===== config.mk =====
export PLATFORM = sky130hd
export DESIGN_NAME = cdde_channel
export DESIGN_NICKNAME = d
export VERILOG_FILES = /design/src/rtl/cd_audio_deemphasis_iir_core_assert.svh /design/src/rtl/cdde_pkg.sv /design/src/rtl/cdde_channel.sv
export SDC_FILE = /design/constraint.sdc
export NUM_CORES = 2
export LEC_CHECK = 0
export BUFFER_PORTS_ARGS = -buffer_cell sky130_fd_sc_hd__buf_2
export CORE_AREA = 2 2 277 279
export DETAILED_ROUTE_END_ITERATION = 8
export DIE_AREA = 0 0 279 281
export GPL_ROUTABILITY_DRIVEN = 1
export PLACE_DENSITY = 0.84
export SLEW_MARGIN = 25
export SYNTH_ARGS = -nofsm -noshare
export SYNTH_HDL_FRONTEND = slang
export SYNTH_SLANG_ARGS = --single-unit

===== constraint.sdc =====
create_clock -name clock -period 31.4 [get_ports clock]
set_input_delay 9.42 -clock clock [delete_from_list [all_inputs] [get_ports clock]]
set_output_delay 9.42 -clock clock [all_outputs]
set_load 0.03 [all_outputs]

===== src/rtl/cd_audio_deemphasis_iir_core_assert.svh =====
// ----------------------------------------------------------------------------
// De-emphasis core assertion macros
// Concurrent assertion wrappers on clock and reset. Defining NO_ASSERTIONS
// turns every use into nothing.
// ----------------------------------------------------------------------------
`ifndef CD_AUDIO_DEEMPHASIS_IIR_CORE_ASSERT_SVH
`define CD_AUDIO_DEEMPHASIS_IIR_CORE_ASSERT_SVH
`ifndef NO_ASSERTIONS
// The expression holds at every clock edge outside reset.
`define CDDE_ASSERT_ALWAYS(label, expr, msg) \
   label: assert property (@(posedge clock) disable iff (reset) (expr)) else $error(msg);
// When the antecedent holds, the consequent holds in the next cycle.
`define CDDE_ASSERT_NEXT(label, ante, cons, msg) \
   label: assert property (@(posedge clock) disable iff (reset) (ante) |=> (cons)) \
      else $error(msg);
`else
`define CDDE_ASSERT_ALWAYS(label, expr, msg)
`define CDDE_ASSERT_NEXT(label, ante, cons, msg)
`endif
`endif


===== src/rtl/cdde_pkg.sv =====
// ----------------------------------------------------------------------------
// De-emphasis package
// Widths, fixed-point formats, coefficient defaults and register indexes
// shared by the de-emphasis core and its channel filter.
// ----------------------------------------------------------------------------
package cdde_pkg;

   // Field widths and fixed-point formats.
   localparam int SAMPLE_W        = 16;
   localparam int COEF_W          = 18;
   localparam int COEF_FRAC_BITS  = 16;
   localparam int STATE_FRAC_BITS = 8;
   localparam int Y1_W            = 26;

   // Accumulator widths for acc = (b0*x + b1*x1) * 2^STATE_FRAC_BITS - a1*y1.
   localparam int FF_W   = SAMPLE_W + COEF_W + 1;
   localparam int FFSH_W = FF_W + STATE_FRAC_BITS;
   localparam int FB_W   = COEF_W + Y1_W;
   localparam int ACC_W  = ((FFSH_W > FB_W) ? FFSH_W : FB_W) + 1;
   localparam int RND_W  = ACC_W + 1;
   localparam int YR_W   = RND_W - COEF_FRAC_BITS;
   localparam int OR_W   = RND_W - COEF_FRAC_BITS - STATE_FRAC_BITS;

   // Rounding offsets (half an LSB of the kept result).
   localparam logic [RND_W-1:0] Y_HALF = RND_W'(1) << (COEF_FRAC_BITS - 1);
   localparam logic [RND_W-1:0] O_HALF =
      RND_W'(1) << (COEF_FRAC_BITS + STATE_FRAC_BITS - 1);

   // Saturation limits.
   localparam logic [Y1_W-1:0]     Y1_MAX = {1'b0, {(Y1_W-1){1'b1}}};
   localparam logic [Y1_W-1:0]     Y1_MIN = {1'b1, {(Y1_W-1){1'b0}}};
   localparam logic [SAMPLE_W-1:0] SMP_MAX = {1'b0, {(SAMPLE_W-1){1'b1}}};
   localparam logic [SAMPLE_W-1:0] SMP_MIN = {1'b1, {(SAMPLE_W-1){1'b0}}};

   // Coefficient defaults: 50/15 us at 44.1 kHz, bilinear transform.
   localparam logic signed [COEF_W-1:0] B0_RESET = 18'sd28141;
   localparam logic signed [COEF_W-1:0] B1_RESET = -18'sd3913;
   localparam logic signed [COEF_W-1:0] A1_RESET = -18'sd41308;

   // Configuration register indexes.
   localparam int CSR_IDX_W = 2;
   localparam logic [CSR_IDX_W-1:0] REG_COEF_B0 = 2'd0;
   localparam logic [CSR_IDX_W-1:0] REG_COEF_B1 = 2'd1;
   localparam logic [CSR_IDX_W-1:0] REG_COEF_A1 = 2'd2;

   // Coefficient set handed to each channel filter.
   typedef struct packed {
      logic signed [COEF_W-1:0] b0;
      logic signed [COEF_W-1:0] b1;
      logic signed [COEF_W-1:0] a1;
   } coef_set_type;

endpackage


===== src/rtl/cdde_channel.sv =====
// ----------------------------------------------------------------------------
// De-emphasis channel filter
// One first-order IIR section with its previous input and previous output
// state. The filtered sample is produced combinationally from the item in
// the input register; state updates when that item moves on.
// ----------------------------------------------------------------------------
module cdde_channel (
   input  logic                                   clock,
   input  logic                                   reset,
   input  logic                                   step,
   input  logic                                   clear,
   input  logic                                   filt,
   input  logic signed [cdde_pkg::SAMPLE_W-1:0]   x,
   input  cdde_pkg::coef_set_type                 coef,
   output logic signed [cdde_pkg::SAMPLE_W-1:0]   y
);
   import cdde_pkg::*;

   logic signed [SAMPLE_W-1:0] x1_ff, x1_in, x1_eff;
   logic signed [Y1_W-1:0]     y1_ff, y1_in, y1_eff;
   logic signed [FF_W-2:0]     p0, p1;
   logic signed [FB_W-1:0]     fb;
   logic signed [FF_W-1:0]     ff;
   logic signed [FFSH_W-1:0]   ff_sh;
   logic signed [ACC_W-1:0]    acc;
   logic signed [RND_W-1:0]    acc_x, y_sum, o_sum;
   logic [YR_W-1:0]            y_r;
   logic [OR_W-1:0]            o_r;
   logic [YR_W-Y1_W:0]         y_top;
   logic [OR_W-SAMPLE_W:0]     o_top;
   logic [Y1_W-1:0]            y1_new;

   // A flag change clears the history before this item is filtered.
   assign x1_eff = clear ? '0 : x1_ff;
   assign y1_eff = clear ? '0 : y1_ff;

   // Products and accumulator, exact.
   assign p0    = coef.b0 * x;
   assign p1    = coef.b1 * x1_eff;
   assign fb    = coef.a1 * y1_eff;
   assign ff    = FF_W'(p0) + FF_W'(p1);
   assign ff_sh = FFSH_W'(ff) <<< STATE_FRAC_BITS;
   assign acc   = ACC_W'(ff_sh) - ACC_W'(fb);

   // Round half away from zero: add half, less one when negative, then floor.
   assign acc_x = RND_W'(acc);
   assign y_sum = acc_x + Y_HALF - RND_W'(acc[ACC_W-1]);
   assign o_sum = acc_x + O_HALF - RND_W'(acc[ACC_W-1]);
   assign y_r   = y_sum[RND_W-1:COEF_FRAC_BITS];
   assign o_r   = o_sum[RND_W-1:COEF_FRAC_BITS+STATE_FRAC_BITS];

   // Saturate when the bits above the kept sign are not all equal.
   assign y_top  = y_r[YR_W-1:Y1_W-1];
   assign o_top  = o_r[OR_W-1:SAMPLE_W-1];
   assign y1_new = ((&y_top) || !(|y_top)) ? y_r[Y1_W-1:0]
                 : (y_r[YR_W-1] ? Y1_MIN : Y1_MAX);
   assign y      = ((&o_top) || !(|o_top)) ? o_r[SAMPLE_W-1:0]
                 : (o_r[OR_W-1] ? SMP_MIN : SMP_MAX);

   // Next state: filtered items update history, unfiltered ones keep it (cleared on a flag change).
   always_comb begin
      x1_in = x1_ff;
      y1_in = y1_ff;
      if (step) begin
         if (filt) begin
            x1_in = x;
            y1_in = y1_new;
         end else begin
            x1_in = x1_eff;
            y1_in = y1_eff;
         end
      end
   end

   always_ff @(posedge clock) begin
      if (reset) begin
         x1_ff <= '0;
         y1_ff <= '0;
      end else begin
         x1_ff <= x1_in;
         y1_ff <= y1_in;
      end
   end

endmodule

==> out/summary.md <==
The top layer reached by signal wires was met5. On the critical path, the stage with the largest delay is an instance of sky130_fd_sc_hd__fa_1. The smallest clock period supported by the final layout is computed as 31070 ps. The most numerous cell in the Yosys netlist is sky130_fd_sc_hd__inv_1. For the largest net degree at the start of global routing, the log shows 38. The number of max-slew violations in the final report is 0. Across the run, the number of max-cap violations was 0.

Counting flops with a built-in enable in the synthesized netlist gives 0. The biggest area contributor in the post-synthesis netlist is sky130_fd_sc_hd__fa_1. In the final design database the tool counted 6606 nets.

The run gives 0 as the count of synthesis-stage warnings from yosys. The half-perimeter wire length after placement is 105 mm, and the total routed wire length on the met1 layer is 44.5 mm. TritonCTS built the clock tree. STA classifies the critical path endpoint as an output port.

The hold violation count in the final report was 0. Timing analysis after detailed placement gives a worst setup slack of -170 ps. The DRC violation total after the first TritonRoute iteration was 2545; the final routed wirelength across all metal layers was 121 mm.

From synthesis to final layout, the design area changed by 6.39%. Vertical die dimension: 281 um. In the post-synthesis netlist, the biggest area contributors are sky130_fd_sc_hd__fa_1, sky130_fd_sc_hd__inv_1, sky130_fd_sc_hd__ha_1. The H-tree was split into 2 levels. Of the available clock period, the critical path in the final layout requires 98.9%. Of all nets on the critical path, the largest fanout is 11. The first detailed-routing pass ran for 5 iterations.

Detailed route wirelength on metal3: 9.97 mm. The critical path is of the in -> out type. The stage delay of the slowest cell on the critical path was 610 ps. The run gives 21650 ps as the arrival time at the worst endpoint. The cell sitting at the root of the clock tree is a sky130_fd_sc_hd__clkbuf_16. The worst setup path is launched from a primary input.

Counting along the longest clock path gives a buffer depth of 2. The full die area is 0.0784 mm2, and the share of synthesized flip-flops with an asynchronous set or reset is 0%. For the fmax, the log shows 32.2 MHz. The worst hold path class was reg -> reg.

Synthesis handed over a netlist of 5015 instances. The number of global-route vias before repair came out at 38100. The clock transition time at the flip-flop clock pins of the worst setup and hold paths came out at 70 ps. The data required time at the worst endpoint came out at 21980 ps.

91 I/O pins were placed. The clock arrives with 12.9 ps of skew. Among the stages of the critical path, the cell type that occurs most often is sky130_fd_sc_hd__fa_1. Synthesis inferred 42 register bits.

The final route contains 34500 vias. The tools report the post-cts hold buffer count as 0. Total global-route track usage: 32.3%. CTS saw 42 sinks. The tools report the overflow left after global routing as 0.

For this run, the leading register cell type out of synthesis is sky130_fd_sc_hd__dfxtp_1. The flow ran to the end, and the final reports show no timing, DRC or antenna violations. At the later pin of the worst-skew pair, clock insertion delay measures 310 ps. Setup violations remaining at the end of the flow were counted as 0. For this run, design rule violations remaining after detail routing come to 0. Port buffering added 90 buffers.

The standard cell core area is 0.0754 mm2. The initialized floorplan defines 101 standard-cell rows. The effective utilization at floorplan is 59.6%, and the worst-case hold slack is 449 ps. The tools report the number of buffers created by CTS as 5. Dividing the detail-routed via count by the number of cells gives 5.70. The run gives 83 as the number of distinct library cells after synthesis. In this run the mean area of a mapped cell was 8.97 um2.

The share of the synthesized area in the top cell type came out at 50.8%. The run gives 5 as the initial antenna violation count. The run gives 1.87% as the sequential area share after synthesis.

In the synthesized netlist, the cells that appear most often are sky130_fd_sc_hd__inv_1, sky130_fd_sc_hd__fa_1, sky130_fd_sc_hd__nand2_1, sky130_fd_sc_hd__and2_1, sky130_fd_sc_hd__ha_1. In the post-route analysis, the smallest setup slack over all paths is 335 ps. The count of nets left with antenna violations once routing finished came out at 0.

The number of nets in the synthesized netlist is 6552. At the end of the flow the core is filled with cells to 63.4%. For the pin with the worst max-slew slack, the measured transition is 1070 ps. The per-cell routed wire length came out at 20.0 um.

The first global-routing pass estimated 197 mm of wire. In the final layout, the share of cells above drive strength 1 is 7.32%. The worst-case headroom to the max-slew limit is 28.6%, and the wire length on met2 is 59.3 mm.

In this run the horizontal extent of the chip is 279 um. The placer congestion estimate was 1.03. The cell area that synthesis handed to floorplanning was 0.0450 mm2.
-- worst max-delay path, delay by kind of cell --
kind	cells	cell delay (ps)
AO/OA/AOI/OAI	19	3620
buffers and inverters	13	1450
adder cells (fa/ha/maj)	12	5450
multiplexers	1	220
AND/OR/NAND/NOR	5	1210
XOR/XNOR	2	240
-- placed cells by master (no fill, tap or decap), types with 9 or more instances in the layout --
| master | synthesis | final |
|---|---|---|
| sky130_fd_sc_hd__xor2_1 | 44 | 41 |
| sky130_fd_sc_hd__o22ai_1 | 12 | 12 |
| sky130_fd_sc_hd__nand2b_1 | 36 | 36 |
| sky130_fd_sc_hd__a221oi_1 | 10 | 10 |
| sky130_fd_sc_hd__nor2b_1 | 88 | 77 |
| sky130_fd_sc_hd__and2_1 | 502 | 502 |
| sky130_fd_sc_hd__a211oi_1 | 11 | 11 |
| sky130_fd_sc_hd__nand3_1 | 22 | 22 |
| sky130_fd_sc_hd__a221o_1 | 14 | 14 |
| sky130_fd_sc_hd__inv_1 | 1255 | 1255 |
| sky130_fd_sc_hd__nand2_1 | 587 | 586 |
| sky130_fd_sc_hd__buf_6 | 1 | 10 |
| sky130_fd_sc_hd__o21a_1 | 13 | 13 |
| sky130_fd_sc_hd__dfxtp_1 | 42 | 42 |
| sky130_fd_sc_hd__nor2b_2 | 0 | 11 |
| sky130_fd_sc_hd__o21ai_0 | 79 | 72 |
| sky130_fd_sc_hd__xnor2_1 | 98 | 94 |
| sky130_fd_sc_hd__nor3_1 | 15 | 15 |
| sky130_fd_sc_hd__mux2i_4 | 0 | 10 |
| sky130_fd_sc_hd__a21o_1 | 77 | 77 |
| sky130_fd_sc_hd__or2_2 | 10 | 10 |
| sky130_fd_sc_hd__nand4_1 | 18 | 18 |
| sky130_fd_sc_hd__a21oi_2 | 6 | 13 |
| sky130_fd_sc_hd__o21bai_1 | 19 | 19 |
| sky130_fd_sc_hd__and3_1 | 10 | 9 |
| sky130_fd_sc_hd__ha_1 | 321 | 317 |
| sky130_fd_sc_hd__a21oi_1 | 143 | 134 |
| sky130_fd_sc_hd__fa_1 | 1141 | 1140 |
| sky130_fd_sc_hd__buf_2 | 7 | 65 |
| sky130_fd_sc_hd__a22oi_1 | 17 | 17 |
| sky130_fd_sc_hd__nor2_1 | 98 | 97 |
| sky130_fd_sc_hd__o21ai_1 | 11 | 14 |
| sky130_fd_sc_hd__buf_4 | 0 | 173 |
-- final timing paths --
kind | start | end | slack (ps) | cells past startpoint
max | clear | y[3] | 330 | 52
min | y1_ff[3] | y1_ff[3] | 450 | 1
max reg2reg | x1_ff[2] | y1_ff[7] | 18760 | 49
min reg2reg | y1_ff[3] | y1_ff[3] | 450 | 1
-- per-layer routing --
layer	up-vias	global-route usage [%]
li1	14900	-
met1	17500	40.3
met2	1667	55.3
met3	433	4.86
met4	6	15.9
met5	-	0.500
-- layout make-up --
class / count / area (um2)
Clock inverter: 1 / 8.76
Antenna cell: 2 / 5.00
Timing Repair Buffer: 262 / 1920
Sequential cell: 42 / 841
Tap cell: 978 / 1220
Inverter: 1255 / 4710
Multi-Input combinational cell: 3503 / 39000
Fill cell: 5928 / 27600
Clock buffer: 7 / 143
-- sequential cells by signal (all words and copies together) (netlist names) --
signal,count
x1_ff,16
y1_ff,26
-- repair_timing --
action / in CTS / in global routing
buffers inserted: 0 / 8
endpoints found under the hold margin: 0 / 0
gates resized for setup: 6 / 95
pin swaps: 0 / 8
setup endpoints to repair: 15 / 16
-- kinds of logic (layout without fill, tap and decap cells) --
group           Yosys count  after routing  share of synthesized area, %
buf+inv                1470           1525                          12.3
flops                    42             42                          1.87
fa+ha+maj              1462           1462                          59.7
compound gates          470            470                          7.05
simple gates           1412           1412                          15.8
xor+xnor                143            143                          2.82
mux                      16             16                         0.359
other cells               0              2                             0
-- per-stage QoR --
step / area, um2 / TNS, ps / cells
6_report: 47800 / 0 / 6050
5_1_grt: 47800 / -620 / 6050
4_1_cts: 47400 / 0 / 6040
3_5_place_dp: 47300 / -2240 / 6032
3_3_place_gp: 47300 / 0 / 6032
2_1_floorplan: 45100 / 0 / 5015
Power is not shown: default switching activity piles up to over one toggle a cycle in this logic, so the estimate is an artifact.
